==> config.mk <==
export PLATFORM = sky130hd
export DESIGN_NAME = trvm_front_flat
export DESIGN_NICKNAME = d
export VERILOG_FILES = /design/src/rtl/trvm_pkg.sv /design/src/rtl/trvm_if.sv /design/src/rtl/trvm_front.sv /design/src/flat_wrapper.sv
export SDC_FILE = /design/constraint.sdc
export NUM_CORES = 1
export LEC_CHECK = 0
export BUFFER_PORTS_ARGS = -buffer_cell sky130_fd_sc_hd__clkbuf_2
export CORE_MARGIN = 5
export CORE_UTILIZATION = 52
export CTS_BUF_LIST = sky130_fd_sc_hd__clkbuf_8 sky130_fd_sc_hd__clkbuf_16
export DETAILED_ROUTE_END_ITERATION = 16
export PLACE_DENSITY = 0.8
export SYNTH_ARGS = -nofsm -noshare
export SYNTH_HDL_FRONTEND = slang
export SYNTH_SLANG_ARGS = --single-unit
==> constraint.sdc <==
create_clock -name clk -period 3.95 [get_ports clk]
set_input_delay 0.79 -clock clk [delete_from_list [all_inputs] [get_ports clk]]
set_output_delay 0.79 -clock clk [all_outputs]
set_load 0.01 [all_outputs]
==> src/rtl/trvm_pkg.sv <==
`default_nettype none

package trvm_pkg;

  localparam int REG_COUNT  = 4;
  localparam int DATA_WORDS = 256;
  localparam int PROG_WORDS = 1024;

  localparam int FUNC_W    = 4;
  localparam int OPA_W     = 10;
  localparam int WORD_W    = 32;
  localparam int PC_W      = $clog2(PROG_WORDS);
  localparam int REG_IDX_W = $clog2(REG_COUNT);
  localparam int MEM_IDX_W = $clog2(DATA_WORDS);

  typedef enum logic [FUNC_W-1:0] {
    OP_ADD   = 4'd0,
    OP_SUB   = 4'd1,
    OP_LOAD  = 4'd2,
    OP_STW   = 4'd3,
    OP_MOV   = 4'd4,
    OP_MOVI  = 4'd5,
    OP_XOR   = 4'd6,
    OP_AND   = 4'd7,
    OP_OR    = 4'd8,
    OP_OUT   = 4'd9,
    OP_IN    = 4'd10,
    OP_JMP   = 4'd11,
    OP_JZ    = 4'd12,
    OP_HALT  = 4'd13
  } op_t;

  typedef enum logic [3:0] {
    ALU_ADD,
    ALU_SUB,
    ALU_XOR,
    ALU_AND,
    ALU_OR,
    ALU_PASS_B,
    ALU_IMM,
    ALU_IN
  } alu_t;

  typedef struct packed {
    logic                 wr_reg;
    logic                 is_load;
    logic                 is_store;
    logic                 is_out;
    logic                 is_jmp;
    logic                 is_jz;
    logic                 is_halt;
    alu_t                 alu;
    logic [REG_IDX_W-1:0] ra;
    logic [REG_IDX_W-1:0] rb;
    logic [MEM_IDX_W-1:0] load_addr;
    logic [MEM_IDX_W-1:0] store_addr;
    logic [PC_W-1:0]      target;
    logic [WORD_W-1:0]    imm;
    logic [WORD_W-1:0]    in_word;
  } uop_t;

  typedef struct packed {
    logic valid;
    uop_t uop;
  } queue_head_t;

endpackage

`default_nettype wire

==> src/rtl/trvm_if.sv <==
`default_nettype none

interface trvm_instr_if;
  logic                          valid;
  logic                          ready;
  logic [trvm_pkg::FUNC_W-1:0]   func;
  logic [trvm_pkg::OPA_W-1:0]    operand_a;
  logic [trvm_pkg::WORD_W-1:0]   operand_b;
  logic [trvm_pkg::WORD_W-1:0]   in_word;

  modport source(output valid, output func, output operand_a, output operand_b,
                 output in_word, input ready);
  modport sink(input valid, input func, input operand_a, input operand_b,
               input in_word, output ready);
endinterface


`default_nettype wire

==> src/rtl/trvm_front.sv <==
`default_nettype none

module trvm_front (
  input  wire                   clk,
  input  wire                   rst,
  trvm_instr_if.sink            instr,
  output trvm_pkg::queue_head_t head,
  input  wire                   pop
);

  trvm_pkg::uop_t uop;
  trvm_pkg::uop_t slot [2];
  logic           rd_ptr;
  logic           wr_ptr;
  logic [1:0]     count;
  logic           push;

  always_comb begin
    uop            = '0;
    uop.alu        = trvm_pkg::ALU_ADD;
    uop.ra         = instr.operand_a[trvm_pkg::REG_IDX_W-1:0];
    uop.rb         = instr.operand_b[trvm_pkg::REG_IDX_W-1:0];
    uop.load_addr  = instr.operand_b[trvm_pkg::MEM_IDX_W-1:0];
    uop.store_addr = instr.operand_a[trvm_pkg::MEM_IDX_W-1:0];
    uop.target     = instr.operand_a[trvm_pkg::PC_W-1:0];
    uop.imm        = instr.operand_b;
    uop.in_word    = instr.in_word;
    unique case (trvm_pkg::op_t'(instr.func))
      trvm_pkg::OP_ADD: begin
        uop.wr_reg = 1'b1;
        uop.alu    = trvm_pkg::ALU_ADD;
      end
      trvm_pkg::OP_SUB: begin
        uop.wr_reg = 1'b1;
        uop.alu    = trvm_pkg::ALU_SUB;
      end
      trvm_pkg::OP_LOAD:  uop.is_load = 1'b1;
      trvm_pkg::OP_STW:   uop.is_store = 1'b1;
      trvm_pkg::OP_MOV: begin
        uop.wr_reg = 1'b1;
        uop.alu    = trvm_pkg::ALU_PASS_B;
      end
      trvm_pkg::OP_MOVI: begin
        uop.wr_reg = 1'b1;
        uop.alu    = trvm_pkg::ALU_IMM;
      end
      trvm_pkg::OP_XOR: begin
        uop.wr_reg = 1'b1;
        uop.alu    = trvm_pkg::ALU_XOR;
      end
      trvm_pkg::OP_AND: begin
        uop.wr_reg = 1'b1;
        uop.alu    = trvm_pkg::ALU_AND;
      end
      trvm_pkg::OP_OR: begin
        uop.wr_reg = 1'b1;
        uop.alu    = trvm_pkg::ALU_OR;
      end
      trvm_pkg::OP_OUT: uop.is_out = 1'b1;
      trvm_pkg::OP_IN: begin
        uop.wr_reg = 1'b1;
        uop.alu    = trvm_pkg::ALU_IN;
      end
      trvm_pkg::OP_JMP:  uop.is_jmp = 1'b1;
      trvm_pkg::OP_JZ:   uop.is_jz = 1'b1;
      trvm_pkg::OP_HALT: uop.is_halt = 1'b1;
      default: ;
    endcase
  end

  assign instr.ready = (count != 2'd2);
  assign push        = instr.valid && instr.ready;
  assign head.valid  = (count != 2'd0);
  assign head.uop    = slot[rd_ptr];

  always_ff @(posedge clk) begin
    if (push) begin
      slot[wr_ptr] <= uop;
    end
  end

  always_ff @(posedge clk) begin
    if (rst) begin
      rd_ptr <= 1'b0;
      wr_ptr <= 1'b0;
      count  <= 2'd0;
    end else begin
      if (push) begin
        wr_ptr <= ~wr_ptr;
      end
      if (pop) begin
        rd_ptr <= ~rd_ptr;
      end
      if (push && !pop) begin
        count <= count + 2'd1;
      end else if (pop && !push) begin
        count <= count - 2'd1;
      end
    end
  end

endmodule

`default_nettype wire

==> src/flat_wrapper.sv <==
// flat-port wrapper written by rule: the top's interface ports become plain ports
module trvm_front_flat 
  (clk, rst, head, pop, instr_valid, instr_func, instr_operand_a, instr_operand_b, instr_in_word, instr_ready);
  trvm_instr_if instr_i ();
  input  wire clk;
  input  wire rst;
  output trvm_pkg::queue_head_t head;
  input  wire pop;
  input wire logic [$bits(instr_i.valid)-1:0] instr_valid;
  input wire logic [$bits(instr_i.func)-1:0] instr_func;
  input wire logic [$bits(instr_i.operand_a)-1:0] instr_operand_a;
  input wire logic [$bits(instr_i.operand_b)-1:0] instr_operand_b;
  input wire logic [$bits(instr_i.in_word)-1:0] instr_in_word;
  output wire logic [$bits(instr_i.ready)-1:0] instr_ready;
  assign instr_i.valid = instr_valid;
  assign instr_i.func = instr_func;
  assign instr_i.operand_a = instr_operand_a;
  assign instr_i.operand_b = instr_operand_b;
  assign instr_i.in_word = instr_in_word;
  assign instr_ready = instr_i.ready;
  trvm_front u_core (.clk(clk), .rst(rst), .instr(instr_i), .head(head), .pop(pop));
endmodule
==> impl_metrics.tcl, run 1 <==
set metrics [dict create \
    outcome "finished, final reports clean" \
    cts.path.max_buffers 2 \
    n_antenna_cell 0 \
    ys_warn_count 0 \
    required_ps 3160 \
    dr.pass1.iters 4 \
    async_flop_share_pct 0 \
    io-pin-count 189 \
    synth_top_area_share_pct 76.5 \
    tightest_slew_ps 1140 \
    setup_tns_ps 0 \
    grt_pass1_vias 3581 \
    numCtsBuffers 17 \
    synth_common_cells "edfxtp_1 (168), mux2_2 (84), buf_4 (21), buf_6 (7), dfxtp_1 (5)" \
    dpl.hpwl_mm 8.17 \
    combPwrFrac_pct 13.3 \
    drt_iter0_markers 148 \
    dpl_worst_slack_ps 1440 \
    p_sw_uw 1080 \
    wl_per_cell_um 17.6 \
    post_cts_buffers 0 \
    clkLatencyLatePin_ps 420 \
    period_needed_ps 2950 \
    synthFlopType "edfxtp_1" \
    cap_violations 0 \
    antenna_found_initial 1 \
    synth_edf_count 168 \
    grtUsageTotal_pct 16.3 \
    start_kind "register" \
    critical_path_class "register to primary output" \
    grt.overflow.total 0 \
    synthDistinctLibCells 28 \
    ir_drop_mv 0.327 \
    cts-root-buf "clkbuf_16" \
    critical_path.max_fanout 84 \
    p_per_area_nw_per_um2 576 \
    seq_area_frac_synth_pct 78.0 \
    regArea_um2 5150 \
    hold_buffers 0 \
    netlist_area_um2 6600 \
    synth-seq-cells 173 \
    synthTopCellsByArea "edfxtp_1 (76%), mux2_2 (14%), buf_4 (2.4%), dfxtp_1 (1.5%), buf_6 (1.2%)" \
    cts_resized 0 \
    multiInputGateArea_um2 1190 \
    fmax_mhz 339 \
    synth_nets 412 \
    hold_path.class "register to register" \
    fill_cells 907 \
    setup_viol 0 \
    power_leakage_uw 0.00317 \
    tritoncts "built" \
    worst_slack_ps 998 \
    clockPowerShare_pct 37.8 \
    syn_area_per_cell_um2 20.0 \
    nets 591 \
    syn2layout_area_growth_pct 24.0 \
    rows 41 \
    intPower_uw 3630 \
    drt_wl_total_mm 12.2 \
    worst_ep_arrival_time_ps 2160 \
    swShare_pct 22.9 \
    grt_pass1_wl_mm 18.0 \
    die_w_um 123 \
    min_period_over_period_pct 74.7 \
    synth_top_cell_by_area "edfxtp_1" \
    drtAntennaViolNets 0 \
    drc 0 \
    core_area_um2 12500 \
    clkTransAtPathRegs_ps 60 \
    power_frac_seq_pct 48.9 \
    final_hold_viol_count 0 \
    rsz0062_at_grt "false" \
    gp_congestion 0.735 \
    grt_max_degree 85 \
    drive_gt1_share_pct 60.1 \
    relSlewSlack_pct 23.9 \
    die-area_um2 15000 \
    die_y_um 123 \
    report.final.slew_viol_count 0 \
    cts.sinks 173 \
    setup.worst_path.end_class "primary output" \
    syn-instance-count 329 \
    start_util_pct 52.7 \
    cts.htree.levels 4 \
    finalClockSkew_ps 4.98 \
    viasPerCell 4.99 \
    synth_most_common_cell "edfxtp_1" \
    port_buffers 187 \
    vias 3459 \
]
==> worst paths after layout <==
path	from	end	slack [ps]	depth (start not counted)
min	u_core.rd_ptr$_SDFFE_PP0P_	u_core.rd_ptr$_SDFFE_PP0P_	520	2
max reg2reg	u_core.count[0]$_SDFFE_PP0P_	u_core.slot[0][59]$_DFFE_PP_	1920	4
max	register	head[32]	1000	2
min reg2reg	u_core.rd_ptr$_SDFFE_PP0P_	u_core.rd_ptr$_SDFFE_PP0P_	520	2
==> power groups by stage <==
stage	registers [µW]	clock network [µW]	logic, µW
2_1_floorplan	2310	0	432
5_1_grt	2320	1910	680
6_report	2300	1780	627
4_1_cts	2310	1820	642
3_5_place_dp	2340	0	638
3_3_place_gp	2330	0	624
==> cells in the final DEF, fill, tap and decap left out, types with 3 or more instances in the layout <==
master / count
and3_1: 3
a21oi_1: 3
xor2_1: 3
nor2_1: 4
buf_4: 4
clkinv_2: 4
edfxtp_1: 168
clkbuf_16: 17
bufinv_16: 5
inv_6: 3
mux2_2: 84
clkbuf_2: 187
inv_1: 4
dfxtp_1: 4
o21ai_0: 4
==> per-stage QoR <==
stage	total power [µW]	hold slack (ps)	utilization, %	instance area, µm²	cells
2_1_floorplan	2740	480	-	6600	329
3_3_place_gp	2950	497	60.2	7530	661
3_5_place_dp	2980	504	60.2	7530	661
4_1_cts	4770	529	65.3	8180	693
5_1_grt	4910	537	65.3	8180	693
6_report	4710	523	65.3	8180	693
==> critical path, cell delays in order (launching register included) <==
cell	delay, ps
dfxtp_4	1030
mux2_2	460
clkbuf_2	140
==> cell families (layout without fill, tap and decap cells) <==
| kind of cell | count (synthesis) | after routing | share of synthesized area, % |
|---|---|---|---|
| XOR/XNOR | 4 | 4 | 0.531 |
| AO/OA/AOI/OAI | 10 | 10 | 0.930 |
| AND/OR/NAND/NOR | 21 | 21 | 1.90 |
| multiplexers | 84 | 84 | 14.3 |
| buffers and inverters | 35 | 227 | 4.04 |
| other | 1 | 1 | 0.0569 |
| flip-flops | 173 | 173 | 78.0 |
| adder cells (fa/ha/maj) | 1 | 1 | 0.190 |
==> routing by layer <==
| metal | track usage [%] | vias to the layer above | part of all wire, % |
|---|---|---|---|
| met5 | 0 | - | 0.11 |
| met3 | 5.94 | 17 | 8.3 |
| li1 | - | 1608 | - |
| met4 | 6.09 | 2 | 1.5 |
| met2 | 28.3 | 145 | 52 |
| met1 | 18.3 | 1687 | 38 |
==> flip-flops by register name, indices dropped and copies added (netlist names), named ones only <==
register,cells
u_core.wr_ptr,1
u_core.rd_ptr,1
u_core.slot,168
u_core.count,2
==> cell type report <==
class / count / share of cell area (%)
clock buffer: 17 / 5.20
clock inverter: 15 / 2.68
inverter: 4 / 0.199
multi-input combinational: 121 / 14.5
sequential: 173 / 62.9
tap: 172 / 2.63
timing repair buffer: 191 / 11.8
No activity file was read; power rests on OpenSTA's default activity.
==> inputs of run 2 (changes only) <==
Settings changed: CORE_UTILIZATION 52 to 47, PLACE_DENSITY 0.8 to 0.76.
Clock period 3.95 ns to 2.5 ns, I/O delays scaled along.
==> impl_metrics.tcl, run 2 (synthesized netlist as in run 1, its figures left out) <==
set metrics [dict create \
    crit_slowest_cell "mux2_2" \
    cts.htree.levels 4 \
    antenna_found_initial 0 \
    largest_reg_flops 168 \
    combPwrFrac_pct 14.8 \
    fill_cells 1062 \
    crit_family "buffers and inverters" \
    die-area_um2 16500 \
    intPower_uw 5430 \
    drive_gt1_share_pct 59.4 \
    relSlewSlack_pct 64.4 \
    p_sw_uw 1680 \
    start_kind "register" \
    largest_register "u_core.slot" \
    rsz0062_at_grt "false" \
    r2r_slack_ps 810 \
    hold_buffers 0 \
    cts.sinks 173 \
    io-pin-count 189 \
    grt.overflow.total 0 \
    drt_wl_total_mm 11.8 \
    drt_iter0_markers 140 \
    required_ps 2000 \
    period_needed_ps 2240 \
    die_w_um 128 \
    drc 0 \
    cts.path.max_buffers 2 \
    dr.pass1.iters 4 \
    final_hold_viol_count 0 \
    clkTransAtPathRegs_ps 60 \
    regToRegStartpoint "u_core.count[0]$_SDFFE_PP0P_" \
    grtUsageTotal_pct 14.5 \
    ff2ff_path_depth 4 \
    crit_path_max_incr_delay_ps 420 \
    post_cts_buffers 0 \
    cp_num_buf_inv 2 \
    place_inst 672 \
    core_area_um2 13800 \
    setup.worst_path.end_class "primary output" \
    cts-root-buf "clkbuf_16" \
    numCtsBuffers 17 \
    cp_cell_sequence "buf_4 > mux2_2 > clkbuf_2" \
    final_common_cell "clkbuf_2" \
    cap_violations 0 \
    power_frac_seq_pct 50.4 \
    grt_max_degree 50 \
    tightest_slew_ps 534 \
    critical_path_class "register to primary output" \
    wl_per_cell_um 16.7 \
    syn2layout_area_growth_pct 23.9 \
    ir_drop_mv 0.481 \
    viasPerCell 4.89 \
    swShare_pct 23.6 \
    die_y_um 128 \
    drtAntennaViolNets 0 \
    n_antenna_cell 0 \
    cts_resized 0 \
    power_leakage_uw 0.00316 \
    finalClockSkew_ps 10.3 \
    min_from "instr_in_word[18]" \
    endpoint "head[92]" \
    setup_viol 0 \
    fin_util_pct 59.1 \
    dpl.hpwl_mm 8.01 \
    nets 594 \
    hold_path.class "input pin to register" \
    grt_pass1_vias 3653 \
    port_buffers 187 \
    setup_tns_ps 0 \
    outcome "finished, final reports clean" \
    power_uw 7110 \
    clockPowerShare_pct 34.8 \
    timing.rr.end "u_core.slot[0][23]$_DFFE_PP_" \
    gp_congestion 0.720 \
    holdWs_ps 265 \
    cp_num_cells 3 \
    start_util_pct 47.7 \
    rows 43 \
    critical_path.max_fanout 35 \
    finalNonFillerCells 704 \
    tritoncts "built" \
    grt_pass1_wl_mm 18.2 \
    fmax_mhz 446 \
    report.final.slew_viol_count 0 \
    vias 3443 \
    layout.cells.most_common_list "clkbuf_2 (187), edfxtp_1 (168), mux2_2 (84), clkbuf_16 (17), inv_1 (8)" \
    p_per_area_nw_per_um2 871 \
    clkLatencyLatePin_ps 420 \
    min_period_over_period_pct 89.8 \
    worst_ep_arrival_time_ps 1740 \
    reg_top3 "u_core.slot (168), u_core.count (2)" \
]
## run 2: metal layers
metal | vias to the layer above | share of wire, % | global-route usage (%) | wire, µm
li1 | 1619 | - | - | -
met5 | - | 0 | 0 | 0
met3 | 16 | 8.8 | 6.64 | 1040
met1 | 1683 | 40 | 17.1 | 4730
met4 | 0 | 1.4 | 4.87 | 170
met2 | 125 | 49 | 23.8 | 5810
## run 2: worst min-delay path by stage
stage,to,slack [ps],depth (start not counted)
after floorplan,register,480,2
after global placement,u_core.rd_ptr$_SDFFE_PP0P_,500,2
after detailed placement,register,530,2
after CTS,u_core.slot[0][18]$_DFFE_PP_,240,1
after global routing,u_core.slot[0][18]$_DFFE_PP_,240,1
final,u_core.slot[0][18]$_DFFE_PP_,270,1
## run 2: cell type report
type | count | area, µm² | area share [%]
Clock buffer | 17 | 425 | 5.21
Inverter | 4 | 18.8 | 0.230
Timing Repair Buffer | 194 | 1030 | 12.6
Sequential cell | 173 | 5150 | 63.0
Multi-Input combinational cell | 121 | 1190 | 14.6
Clock inverter | 15 | 136 | 1.67
Tap cell | 180 | 225 | 2.76
## run 2: worst reg2reg max path, stage by stage, from the launching register on
cell        delay [ps]
dfxtp_1            400
nand2b_4           190
nand3b_1           140
clkinvlp_4         120
buf_4              450
## run 2: power by group through the flow
stage | Combinational, µW | Clock [µW] | Sequential, µW
floorplan | 686 | 0 | 3630
global placement | 1050 | 0 | 3630
detailed placement | 1070 | 0 | 3650
CTS | 1080 | 2530 | 3590
global route | 1150 | 2670 | 3610
finish | 1050 | 2480 | 3580
## run 2: stage by stage
stage / area [µm²] / setup WS (ps)
2_1_floorplan: 6600 / 236
3_3_place_gp: 7610 / 701
3_5_place_dp: 7610 / 688
4_1_cts: 8170 / 227
5_1_grt: 8170 / 176
6_report: 8170 / 256
==> inputs of run 3 (changes only) <==
Settings changed: CORE_UTILIZATION 47 to 55, PLACE_DENSITY 0.76 to 0.84.
Clock period 2.5 ns to 2.87 ns, I/O delays scaled along.
==> impl_metrics.tcl, run 3 (synthesized netlist as in run 1, its figures left out) <==
set metrics [dict create \
    setup_tns_ps 0 \
    setup_viol 0 \
    syn2layout_area_growth_pct 23.7 \
    grtUsageTotal_pct 17.2 \
    critical_path.max_fanout 21 \
    period_needed_ps 2430 \
    layout.cells.most_common_list "clkbuf_2 (187), edfxtp_1 (168), mux2_2 (84), clkbuf_16 (17), clkinv_2 (6)" \
    nets 593 \
    gp_congestion 0.745 \
    die_y_um 120 \
    reg_top3 "u_core.slot (168), u_core.count (2)" \
    grt_pass1_vias 3760 \
    cts_resized 0 \
    grt_max_degree 46 \
    port_buffers 187 \
    rows 40 \
    io-pin-count 189 \
    grt.overflow.total 0 \
    min_period_over_period_pct 84.7 \
    p_per_area_nw_per_um2 778 \
    antenna_found_initial 1 \
    numCtsBuffers 17 \
    final_hold_viol_count 0 \
    critical_path_class "register to primary output" \
    largest_register "u_core.slot" \
    largest_reg_flops 168 \
    grt_pass1_wl_mm 18.6 \
    power_leakage_uw 0.00317 \
    ir_drop_mv 0.600 \
    hold_path.class "input pin to register" \
    drt_wl_total_mm 11.9 \
    drc 0 \
    final_common_cell "clkbuf_2" \
    worst_ep_arrival_time_ps 1860 \
    n_antenna_cell 0 \
    wl_per_cell_um 17.8 \
    use_met3_pct 5.94 \
    grt_use_met1_pct 18.7 \
    viasPerCell 5.15 \
    cts.htree.levels 4 \
    outcome "finished, final reports clean" \
    power_uw 6350 \
    dpl.hpwl_mm 8.20 \
    drt_iter0_markers 195 \
    post_cts_buffers 0 \
    clkTransAtPathRegs_ps 60 \
    drive_gt1_share_pct 60.0 \
    finalClockSkew_ps 5.46 \
    tritoncts "built" \
    fmax_mhz 411 \
    report.final.slew_viol_count 0 \
    hold_buffers 0 \
    grt_busiest_layer "met2" \
    cts.path.max_buffers 2 \
    die_w_um 120 \
    cap_violations 0 \
    start_kind "register" \
    setup.worst_path.end_class "primary output" \
    rsz0062_at_grt "false" \
    core_area_um2 11900 \
    use_met2_pct 30.8 \
    cts-root-buf "clkbuf_16" \
    vias 3444 \
    drtAntennaViolNets 0 \
    die-area_um2 14300 \
    clkLatencyLatePin_ps 410 \
    dr.pass1.iters 6 \
    cts.sinks 173 \
    required_ps 2300 \
    start_util_pct 55.6 \
]
## run 3: worst max-delay path: stages, from the launching register on
cell      delay [ps]
dfxtp_4          540
buf_4            350
mux2_2           410
clkbuf_2         150
## run 3: layer usage
layer | up-vias | part of all wire, %
met5 | - | 0.092
met4 | 2 | 1.5
met3 | 15 | 7.3
met2 | 136 | 53
met1 | 1675 | 38
li1 | 1616 | -
## run 3: report_power, final
part | switching, µW | internal, µW
logic | 505 | 406
clock network | 865 | 1440
registers | 71.6 | 3060
total | 1440 | 4910
## run 3: final cells by class
type	instances	area, µm²
clock buffers	17	425
inverters	4	16.3
clock inverters	14	176
multi-input cells	121	1190
flip-flops and latches	173	5150
fillers	787	3700
well taps	147	184
repair buffers	193	1020
## run 3: final timing paths
| kind | cells past startpoint | startpoint | slack (ps) | endpoint |
|---|---|---|---|---|
| worst max-delay path | 3 | register | 440 | head[89] |
| worst min-delay path | 1 | instr_operand_b[29] | 350 | u_core.slot[1][61]$_DFFE_PP_ |
| worst max register to register | 4 | u_core.count[0]$_SDFFE_PP0P_ | 1110 | u_core.slot[0][31]$_DFFE_PP_ |
| worst min register to register | 2 | u_core.rd_ptr$_SDFFE_PP0P_ | 520 | u_core.rd_ptr$_SDFFE_PP0P_ |
## run 3: per-stage QoR
step | setup WS (ps) | instance area (µm²) | hold WS, ps | util [%] | instances
finish | 438 | 8160 | 347 | 68.8 | 669
global route | 338 | 8160 | 323 | 68.8 | 669
CTS | 400 | 8160 | 322 | 68.8 | 669
detailed placement | 858 | 7560 | 508 | 63.7 | 638
global placement | 867 | 7560 | 497 | 63.7 | 638
floorplan | 130 | 6600 | 480 | - | 329
